<file path="src/sv/dsmpi_pkg.sv">
// Types and codes shared by the dual-SIM modem power interlock.
package dsmpi_pkg;

  typedef enum logic [3:0] {
    CMD_RECOVERY_FALLBACK = 4'd0,
    CMD_VERIFY_OFF        = 4'd1,
    CMD_MUX_OFF           = 4'd2,
    CMD_VERIFY_MUX_OFF    = 4'd3,
    CMD_RAIL_OFF          = 4'd4,
    CMD_SELECT            = 4'd5,
    CMD_RAIL_ON           = 4'd6,
    CMD_POWER_GOOD        = 4'd7,
    CMD_MUX_ON            = 4'd8,
    CMD_VERIFY_MUX_ON     = 4'd9,
    CMD_PWRKEY            = 4'd10
  } cmd_e;

  typedef enum logic [2:0] {
    ST_FAILED  = 3'd0,
    ST_OK      = 3'd1,
    ST_WAITING = 3'd2,
    ST_PHYS    = 3'd3,
    ST_LOGIC   = 3'd4
  } status_e;

  typedef enum logic [1:0] {
    PIN_PWRKEY  = 2'd0,
    PIN_MUX_EN  = 2'd1,
    PIN_RAIL    = 2'd2,
    PIN_MUX_SEL = 2'd3
  } pin_e;

  typedef enum logic {
    REG_PULSE_LENGTH = 1'b0,
    REG_STABLE_TIME  = 1'b1
  } cfg_reg_e;

  localparam int unsigned CfgDataW = 16;
  localparam logic [15:0] PulseLengthReset = 16'd1500;
  localparam logic [15:0] StableTimeReset  = 16'd100;

  localparam logic [1:0] SlotNone = 2'd0;
  localparam logic [1:0] Slot1    = 2'd1;
  localparam logic [1:0] Slot2    = 2'd2;

  typedef struct packed {
    logic [3:0]  command;
    logic [31:0] time_ms;
    logic [1:0]  slot_request;
    logic        arg_flag;
    logic        cell_status_level;
    logic        rail_enable_level;
    logic        mux_enable_level;
    logic        mux_select_level;
    logic        power_good_level;
    logic        switch_enable_n_level;
    logic        switch_sense_present;
    logic        write_ok;
  } in_item_t;

  typedef struct packed {
    logic [2:0] status;
    logic       drive_valid;
    logic [1:0] drive_pin;
    logic       drive_level;
    logic [1:0] slot_now;
    logic       power_stable_now;
  } out_item_t;

  typedef struct packed {
    logic [15:0] pulse_length_ms;
    logic [15:0] stable_time_ms;
  } cfg_t;

  typedef struct packed {
    logic        pulse_active;
    logic [31:0] pulse_start_time;
    logic        modem_off_seen;
    logic        mux_off_verified;
    logic        pg_tracking;
    logic [31:0] pg_high_since;
    logic        pg_stable;
    logic        slot_known;
    logic [1:0]  current_slot;
  } state_t;

endpackage

</file>
<file path="src/sv/dual_sim_modem_power_interlock.sv">
// Top level: input register, flag state, config registers and result register.
//
//   channel  | valid       | stall        | payload
//   ---------+-------------+--------------+---------------------------
//   command  | in_valid_i  | in_stall_o   | in_data_i  (in_item_t)
//   result   | out_valid_o | out_stall_i  | out_data_o (out_item_t)
//   config   | cfg_we_i    | (none)       | cfg_index_i, cfg_wdata_i
//
// One transaction per cycle while the result is not stalled: a command is
// held in the input register, then the interlock logic updates the flags
// and loads the result register, which then holds the valid result.
// A stalled result holds the pipe; the input register still takes one more
// transaction. Reset clears all flags and reloads the config defaults.
module dual_sim_modem_power_interlock (
  input  logic                          clk_i,
  input  logic                          rst_ni,
  input  logic                          in_valid_i,
  output logic                          in_stall_o,
  input  dsmpi_pkg::in_item_t           in_data_i,
  output logic                          out_valid_o,
  input  logic                          out_stall_i,
  output dsmpi_pkg::out_item_t          out_data_o,
  input  logic                          cfg_we_i,
  input  logic                          cfg_index_i,
  input  logic [dsmpi_pkg::CfgDataW-1:0] cfg_wdata_i
);

  logic                 in_valid_q;
  dsmpi_pkg::in_item_t  in_data_q;
  logic                 out_valid_q;
  dsmpi_pkg::out_item_t out_data_q;
  dsmpi_pkg::state_t    state_q;
  dsmpi_pkg::state_t    state_d;
  dsmpi_pkg::cfg_t      cfg_q;
  dsmpi_pkg::out_item_t result_d;
  logic                 advance;
  logic                 in_ready;

  assign advance     = in_valid_q && (!out_valid_q || !out_stall_i);
  assign in_ready    = !in_valid_q || advance;
  assign in_stall_o  = !in_ready;
  assign out_valid_o = out_valid_q;
  assign out_data_o  = out_data_q;

  dsmpi_logic u_logic (
    .item_i   (in_data_q),
    .state_i  (state_q),
    .cfg_i    (cfg_q),
    .state_o  (state_d),
    .result_o (result_d)
  );

  always_ff @(posedge clk_i or negedge rst_ni) begin
    if (!rst_ni) begin
      in_valid_q  <= 1'b0;
      out_valid_q <= 1'b0;
      state_q     <= '0;
      cfg_q.pulse_length_ms <= dsmpi_pkg::PulseLengthReset;
      cfg_q.stable_time_ms  <= dsmpi_pkg::StableTimeReset;
    end else begin
      if (in_ready) begin
        in_valid_q <= in_valid_i;
      end
      if (advance) begin
        out_valid_q <= 1'b1;
        state_q     <= state_d;
      end else if (!out_stall_i) begin
        out_valid_q <= 1'b0;
      end
      if (cfg_we_i) begin
        case (dsmpi_pkg::cfg_reg_e'(cfg_index_i))
          dsmpi_pkg::REG_PULSE_LENGTH: cfg_q.pulse_length_ms <= cfg_wdata_i;
          dsmpi_pkg::REG_STABLE_TIME:  cfg_q.stable_time_ms  <= cfg_wdata_i;
          default: begin
          end
        endcase
      end
    end
  end

  always_ff @(posedge clk_i) begin
    if (in_ready && in_valid_i) begin
      in_data_q <= in_data_i;
    end
    if (advance) begin
      out_data_q <= result_d;
    end
  end

endmodule

</file>
<file path="src/sv/dsmpi_logic.sv">
// Interlock checks, flag next state and result for one command.
module dsmpi_logic (
  input  dsmpi_pkg::in_item_t  item_i,
  input  dsmpi_pkg::state_t    state_i,
  input  dsmpi_pkg::cfg_t      cfg_i,
  output dsmpi_pkg::state_t    state_o,
  output dsmpi_pkg::out_item_t result_o
);

  logic [31:0] pulse_elapsed;
  logic [31:0] pg_elapsed;
  logic        pulse_done;
  logic        pg_done;

  assign pulse_elapsed = item_i.time_ms - state_i.pulse_start_time;
  assign pg_elapsed    = item_i.time_ms - state_i.pg_high_since;
  assign pulse_done    = pulse_elapsed >= {16'd0, cfg_i.pulse_length_ms};
  assign pg_done       = pg_elapsed >= {16'd0, cfg_i.stable_time_ms};

  always_comb begin
    dsmpi_pkg::state_t    s;
    dsmpi_pkg::out_item_t r;
    logic                 wok;
    logic                 modem_on;
    logic                 rail;
    logic                 mux_en;
    logic                 pg;
    logic                 sense;
    logic                 sw_n;
    logic                 sel_lvl;
    s       = state_i;
    r       = '0;
    r.status = dsmpi_pkg::ST_FAILED;
    wok      = item_i.write_ok;
    modem_on = item_i.cell_status_level;
    rail    = item_i.rail_enable_level;
    mux_en  = item_i.mux_enable_level;
    pg      = item_i.power_good_level;
    sense   = item_i.switch_sense_present;
    sw_n    = item_i.switch_enable_n_level;
    sel_lvl = (state_i.current_slot == dsmpi_pkg::Slot2);

    case (dsmpi_pkg::cmd_e'(item_i.command))
      dsmpi_pkg::CMD_RECOVERY_FALLBACK: begin
        if (!modem_on) begin
          if (!(state_i.pulse_active && !wok)) begin
            if (state_i.pulse_active) begin
              r.drive_valid = 1'b1;
              r.drive_pin   = dsmpi_pkg::PIN_PWRKEY;
              r.drive_level = 1'b0;
            end
            s.pulse_active   = 1'b0;
            s.modem_off_seen = 1'b1;
            r.status         = dsmpi_pkg::ST_PHYS;
          end
        end else if (!item_i.arg_flag) begin
          r.status = dsmpi_pkg::ST_WAITING;
        end else if (!state_i.pulse_active) begin
          if (wok) begin
            r.drive_valid      = 1'b1;
            r.drive_pin        = dsmpi_pkg::PIN_PWRKEY;
            r.drive_level      = 1'b1;
            s.pulse_active     = 1'b1;
            s.pulse_start_time = item_i.time_ms;
            r.status           = dsmpi_pkg::ST_WAITING;
          end
        end else if (!pulse_done) begin
          r.status = dsmpi_pkg::ST_WAITING;
        end else if (wok) begin
          r.drive_valid  = 1'b1;
          r.drive_pin    = dsmpi_pkg::PIN_PWRKEY;
          r.drive_level  = 1'b0;
          s.pulse_active = 1'b0;
          r.status       = dsmpi_pkg::ST_PHYS;
        end
      end
      dsmpi_pkg::CMD_VERIFY_OFF: begin
        if (!modem_on) begin
          s.modem_off_seen = 1'b1;
          r.status         = dsmpi_pkg::ST_OK;
        end
      end
      dsmpi_pkg::CMD_MUX_OFF: begin
        if (state_i.modem_off_seen && !modem_on && wok) begin
          r.drive_valid      = 1'b1;
          r.drive_pin        = dsmpi_pkg::PIN_MUX_EN;
          r.drive_level      = 1'b0;
          s.mux_off_verified = 1'b0;
          s.pg_stable        = 1'b0;
          r.status           = dsmpi_pkg::ST_OK;
        end
      end
      dsmpi_pkg::CMD_VERIFY_MUX_OFF: begin
        if (!mux_en) begin
          if (!sense) begin
            s.mux_off_verified = 1'b1;
            r.status           = dsmpi_pkg::ST_LOGIC;
          end else if (sw_n) begin
            s.mux_off_verified = 1'b1;
            r.status           = dsmpi_pkg::ST_PHYS;
          end
        end
      end
      dsmpi_pkg::CMD_RAIL_OFF: begin
        if (state_i.modem_off_seen && state_i.mux_off_verified && !modem_on && !mux_en &&
            !(sense && !sw_n) && wok) begin
          r.drive_valid  = 1'b1;
          r.drive_pin    = dsmpi_pkg::PIN_RAIL;
          r.drive_level  = 1'b0;
          s.slot_known   = 1'b0;
          s.current_slot = dsmpi_pkg::SlotNone;
          s.pg_tracking  = 1'b0;
          s.pg_stable    = 1'b0;
          r.status       = dsmpi_pkg::ST_OK;
        end
      end
      dsmpi_pkg::CMD_SELECT: begin
        if ((item_i.slot_request == dsmpi_pkg::Slot1 ||
             item_i.slot_request == dsmpi_pkg::Slot2) &&
            !rail && !modem_on && !mux_en && wok) begin
          r.drive_valid  = 1'b1;
          r.drive_pin    = dsmpi_pkg::PIN_MUX_SEL;
          r.drive_level  = (item_i.slot_request == dsmpi_pkg::Slot2);
          s.slot_known   = 1'b1;
          s.current_slot = item_i.slot_request;
          r.status       = dsmpi_pkg::ST_OK;
        end
      end
      dsmpi_pkg::CMD_RAIL_ON: begin
        if (state_i.slot_known && !rail && !modem_on &&
            (item_i.mux_select_level == sel_lvl) && !mux_en && wok) begin
          r.drive_valid    = 1'b1;
          r.drive_pin      = dsmpi_pkg::PIN_RAIL;
          r.drive_level    = 1'b1;
          s.modem_off_seen = 1'b0;
          s.pg_tracking    = 1'b0;
          s.pg_stable      = 1'b0;
          r.status         = dsmpi_pkg::ST_OK;
        end
      end
      dsmpi_pkg::CMD_POWER_GOOD: begin
        if (rail) begin
          if (!pg) begin
            s.pg_tracking = 1'b0;
            s.pg_stable   = 1'b0;
            r.status      = dsmpi_pkg::ST_WAITING;
          end else if (!state_i.pg_tracking) begin
            s.pg_tracking   = 1'b1;
            s.pg_high_since = item_i.time_ms;
            r.status        = dsmpi_pkg::ST_WAITING;
          end else if (!pg_done) begin
            r.status = dsmpi_pkg::ST_WAITING;
          end else begin
            s.pg_stable = 1'b1;
            r.status    = dsmpi_pkg::ST_PHYS;
          end
        end
      end
      dsmpi_pkg::CMD_MUX_ON: begin
        if (state_i.pg_stable && rail && pg && wok) begin
          r.drive_valid      = 1'b1;
          r.drive_pin        = dsmpi_pkg::PIN_MUX_EN;
          r.drive_level      = 1'b1;
          s.mux_off_verified = 1'b0;
          r.status           = dsmpi_pkg::ST_OK;
        end
      end
      dsmpi_pkg::CMD_VERIFY_MUX_ON: begin
        if (state_i.pg_stable && rail && pg && mux_en) begin
          if (!sense) begin
            r.status = dsmpi_pkg::ST_LOGIC;
          end else if (!sw_n) begin
            r.status = dsmpi_pkg::ST_PHYS;
          end
        end
      end
      dsmpi_pkg::CMD_PWRKEY: begin
        if ((!item_i.arg_flag ||
             (state_i.pg_stable && rail && pg && mux_en && !(sense && sw_n))) && wok) begin
          r.drive_valid = 1'b1;
          r.drive_pin   = dsmpi_pkg::PIN_PWRKEY;
          r.drive_level = item_i.arg_flag;
          r.status      = dsmpi_pkg::ST_OK;
        end
      end
      default: begin
      end
    endcase

    r.slot_now         = s.current_slot;
    r.power_stable_now = s.pg_stable;
    state_o  = s;
    result_o = r;
  end

endmodule

</file>
<file path="config.mk">
export PLATFORM = sky130hd
export DESIGN_NAME = dual_sim_modem_power_interlock
export DESIGN_NICKNAME = d
export VERILOG_FILES = /design/src/sv/dsmpi_pkg.sv /design/src/sv/dual_sim_modem_power_interlock.sv /design/src/sv/dsmpi_logic.sv
export SDC_FILE = /design/constraint.sdc
export NUM_CORES = 1
export LEC_CHECK = 0
export BUFFER_PORTS_ARGS = -buffer_cell sky130_fd_sc_hd__buf_2
export CAP_MARGIN = 30
export CORE_MARGIN = 1
export CORE_UTILIZATION = 35
export CTS_CLUSTER_SIZE = 40
export DETAILED_ROUTE_END_ITERATION = 7
export PLACE_DENSITY = 0.64
export SLEW_MARGIN = 20
export SYNTH_ARGS = -nofsm -noshare
export SYNTH_HDL_FRONTEND = slang
export SYNTH_SLANG_ARGS = --single-unit
</file>
<file path="constraint.sdc">
create_clock -name clk_i -period 3.8 [get_ports clk_i]
set_input_delay 0.76 -clock clk_i [delete_from_list [all_inputs] [get_ports clk_i]]
set_output_delay 0.76 -clock clk_i [all_outputs]
set_load 0.005 [all_outputs]
</file>
# == Word level (Yosys, flattened, before mapping) ==
# Index checks and enable logic that the tools add are counted.
# word_totals
regBits,163
latchBits,0
ram_bits,0
rom_bits,0
in_bits,69
out_inout_bits,12
word_cells,188
memories,0
# op_classes
addsub,2
multipliers,0
div,0
n_lt_le_gt_ge,2
n_eq_ne,28
shifts,0
muxes,65
bitwise_logic,3
n_reduce_logical,57
# op_table
cell,count
$mux 32,3
$mux 33,2
$ge 32x16->1,2
$sub 32x32->32,2
$mux 34,1
$pmux 3 s11,1
$mux 5,6
$pmux 4 s7,1
$logic_and 1x1->1,27
$mux 3,9
$mux 1,26
$mux 6,3
$reduce_and 6->1,3
$eq 4x3->1 const B,4
$mux 4,4
$mux 7,2
$ne 2x1->1 const B,7
$eq 4x4->1 const B,3
$logic_not 1->1,12
$ne 2x2->1 const B,6
$reduce_and 5->1,2
$pmux 1 s3,3
$reduce_bool 3->1,3
$eq 4x2->1 const B,2
other kinds (14),23

# == Longest topological paths before layout ==
# depth
ltp_word,8
ltp_mapped,21
ltp_nobuf,21

# == By module ==
# A second synthesis with hierarchy kept.
# unflattened
cells_unflattened,1307
hier_area_um2,12354.3
# modules_own_cells
module,instances,cells_each,area_per_inst_um2,seq_area_each_um2
dsmpi_logic,1,1021,6312.3,0.0
dual_sim_modem_power_interlock,1,286,6042.0,4376.7

# == Worst setup path before layout ==
# OpenSTA, ideal clock, no wires.
# synth_path
kind,register to register
start,register in_data_q[12] (netlist name)
end,"register out_data_q, in the netlist out_data_o[6], data pin"
setup_time_ns,0.273
t_arrival_ns,3.775
required_ns,3.527
path_slack_ns,-0.248
path_stages_with_launch,21
n_path_buf,0
period_less_slack_ns,4.048
cell_sequence,edfxtp_1 ha_1 nor2b_1 o31a_1 o21a_1 o21a_1 nor2_1 o21ai_0 a21oi_1 xnor2_1 ha_1 nand3_1 nand2_1 a2111oi_0 o21ai_0 a211oi_1 nand3_1 nor4_1 nand4_1 nor3_2 o311ai_1
# synth_rtl
element,line_no,text
from (decl),dual_sim_modem_power_interlock.sv:29,dsmpi_pkg::in_item_t in_data_q;
from (signal assigned),dual_sim_modem_power_interlock.sv:83,in_data_q <= in_data_i;
to (signal assigned),dual_sim_modem_power_interlock.sv:86,out_data_q <= result_d;
to (decl),dual_sim_modem_power_interlock.sv:31,dsmpi_pkg::out_item_t out_data_q;

==> metrics.csv <==
metric,value,unit
Crit path largest cell delay,0.39,ns
row cnt,64,
total chip power,6090,uW
first-pass GRT wire length,46100,um
Crit Path Category,reg -> reg,
clock skew,0.00953,ns
Final Max Slew Viols,0,
Critical R2R Launch,in_data_q[12],
most common cell in the netlist,nand2_1,
Core Area,30700,sq um
Routed Wire Length,28600,um
outcome,"complete, but fails checks",
Flop pwr share,35.0,%
CTS Sinks,163,
synth unique cells,81,
Logic pwr share,36.5,%
register area share after synthesis,39.8,%
Hold/Removal Path Class,in -> async,
post-detail-place hpwl,22300,um
Layout area overhead,23.1,%
critical path peak fanout,4,
worst r2r dst,out_data_o[7],
RSZ-0062 raised after global routing,true,
crit path time final,4.32,ns
failing checks,"DRC, setup timing",
port bufs,80,
fmax,232,MHz
TritonCTS clock tree,done,
Worst setup EP type,register,
P_sw,2050,uW
via count of the first global-routing pass,8929,
R2R Setup Slk,-0.52,ns
Slew headroom,47.3,%
reg2reg path depth,17,
CTS Hold Buffers Added,0,
Clock Latency Late Sink,0.44,ns
top-area cell type share of the netlist area,21.9,%
syn_area_per_cell,9.28,sq um
Worst-Margin Slew,0.771,ns
vias per inst,5.23,
Die X,179,um
placed cell count,1746,
layout cell share with drive strength beyond 1,26.5,%
asr flop ratio synth,65.0,%
routability cong.,0.908,
"most used cell, CP",nor4_2,
clock share of power,28.5,%
Die Y,179,um
Synth area leaders,"dfrtp_1 22%, edfxtp_1 16%, ha_1 11%, mux2_2 5.3%, o21ai_0 4.4%",
final hold violations,0,
total number of yosys warnings,0,
Initial Util,35.7,%
setup TNS,-2.52,ns
final setup fails,6,
cell area power density,450,nW/um^2
Clock Path Buffers,2,
WP data required,3.98,ns
post-route ant nets,0,
Post-Syn Instances,1185,
Most used DFF post-synth,dfrtp_1,
largest net degree at the start of global routing,63,
grt ovf,0,
final non-filler cell total,1787,
clk root buf,clkbuf_16,
critical path launch point type,register,
Worst-path clk slew,0.07,ns
initial antenna violation count,0,
fillers,2989,
Sw Ratio,33.7,%
max cap viols,0,
maximum VDD drop,0.286,mV
initial drt markers,627,
GRT Util Overall,18.4,%
Synthesized Nets,1351,
P_leak,0.00605,uW
Syn Std Cell Area,11000,sq um
CP Cell Sequence,ha_1 > nor2b_4 > o31a_1 > o31ai_2 > o311ai_2 > xor2_1 > ha_2 > a2111oi_4 > o2111ai_2 > a2111oi_2 > nor4bb_2 > nand4b_1 > nor4_2 > nand4_1 > nor4_2 > buf_4 > o211ai_1,
critical-path cell with the highest stage delay,edfxtp_1,
DR vias,9339,
drt pass-1 iters,7,
fin crit share,114,%
# H-tree levels,4,
Nets,1544,
worst path bufs/invs,1,
WL per Instance,16.0,um
post-synthesis register bit count,163,
leading area contributor after synthesis,dfrtp_1,
fin util,44.0,%
Die ar.,32100,sq um
ANT cells,0,
Internal Dissipation,4040,uW
CTS buffer count,17,
final worst slack,-0.516,ns
worst path arrival time,4.50,ns
top cells by instance count after synthesis,"126 x nand2_1, 124 x inv_1, 96 x dfrtp_1, 96 x o21ai_0, 95 x ha_1",
Post-synth EDFFs,57,
Worst path top cell family by delay,compound AO/OA/AOI/OAI gates,
Remaining DRCs,4,
I/O pins,81,
[kinds of logic (layout without fill, tap and decap cells)]
| kind of cell | count (synthesis) | in the layout | synth area share [%] |
|---|---|---|---|
| xor+xnor | 37 | 37 | 2.95 |
| compound gates | 342 | 342 | 20.1 |
| simple gates | 328 | 328 | 14.5 |
| fa+ha+maj | 97 | 97 | 11.2 |
| buf+inv | 163 | 369 | 5.87 |
| mux | 55 | 55 | 5.60 |
| flops | 163 | 163 | 39.8 |
[layout by cell type, fill, tap and decap left out, drive strengths merged, types with 52 or more instances in the layout]
cell      n
nor2     57
mux2     52
inv     130
nand2   126
o21ai   112
edfxtp   57
buf     212
a21oi    90
ha       95
dfrtp    96
[sequential cells by signal, indices dropped and copies added (netlist names)]
signal / cells
state_q: 72
out_valid_o: 1
in_data_q: 47
in_valid_q: 1
cfg_q: 32
out_data_o: 10
[power by group through the flow]
stage,Clock [uW],Combinational [uW],Sequential [uW]
after floorplan,0,1370,2130
after detailed placement,0,2070,2170
after global routing,1840,2490,2150
after global placement,0,2020,2160
final,1730,2220,2130
after CTS,1770,2120,2130
[routing by layer]
layer	wire length, um	GRT usage, %
met5	0	0
met4	439	4.80
met3	884	2.97
met2	13600	29.7
met1	13700	25.5
[per-stage QoR]
stage                     area (sq um)  hold WS [ns]  worst slack, ns
after global placement           12700         0.467           -0.586
final                            13500         0.382           -0.516
after CTS                        13300         0.407           -0.572
after global routing             13500         0.422           -0.814
after floorplan                  11000         0.454          -0.0909
after detailed placement         12700         0.490           -0.704
[cell type report]
class,count,area (sq um),area share (%)
clock buffer,22,494,3.65
clock inverter,10,92.6,0.684
multi-input combinational,859,6190,45.7
inverter,125,469,3.47
sequential,163,4380,32.3
tap,396,495,3.66
timing repair buffer,212,1420,10.5
[worst max-delay path by stage]
stage             startpoint            end  slack (ns)  cells after the start
6_report       in_data_q[12]  out_data_o[7]       -0.52                     17
5_1_grt        in_data_q[12]  out_data_o[7]       -0.81                     17
4_1_cts        in_data_q[12]  out_data_o[7]       -0.57                     19
3_5_place_dp   in_data_q[12]  out_data_o[7]       -0.70                     17
3_3_place_gp   in_data_q[12]  out_data_o[7]       -0.59                     17
2_1_floorplan  in_data_q[12]  out_data_o[6]       -0.09                     20
[what timing repair did]
action                                  in CTS  in global routing
gates resized for setup                     13                 28
endpoints found under the setup margin       6                  6
buffers inserted                             3                  6
pin swaps                                    9                  5
endpoints found under the hold margin        0                  0
gates cloned                                 0                  0
Note: power is estimated with default switching activity, not from simulation.
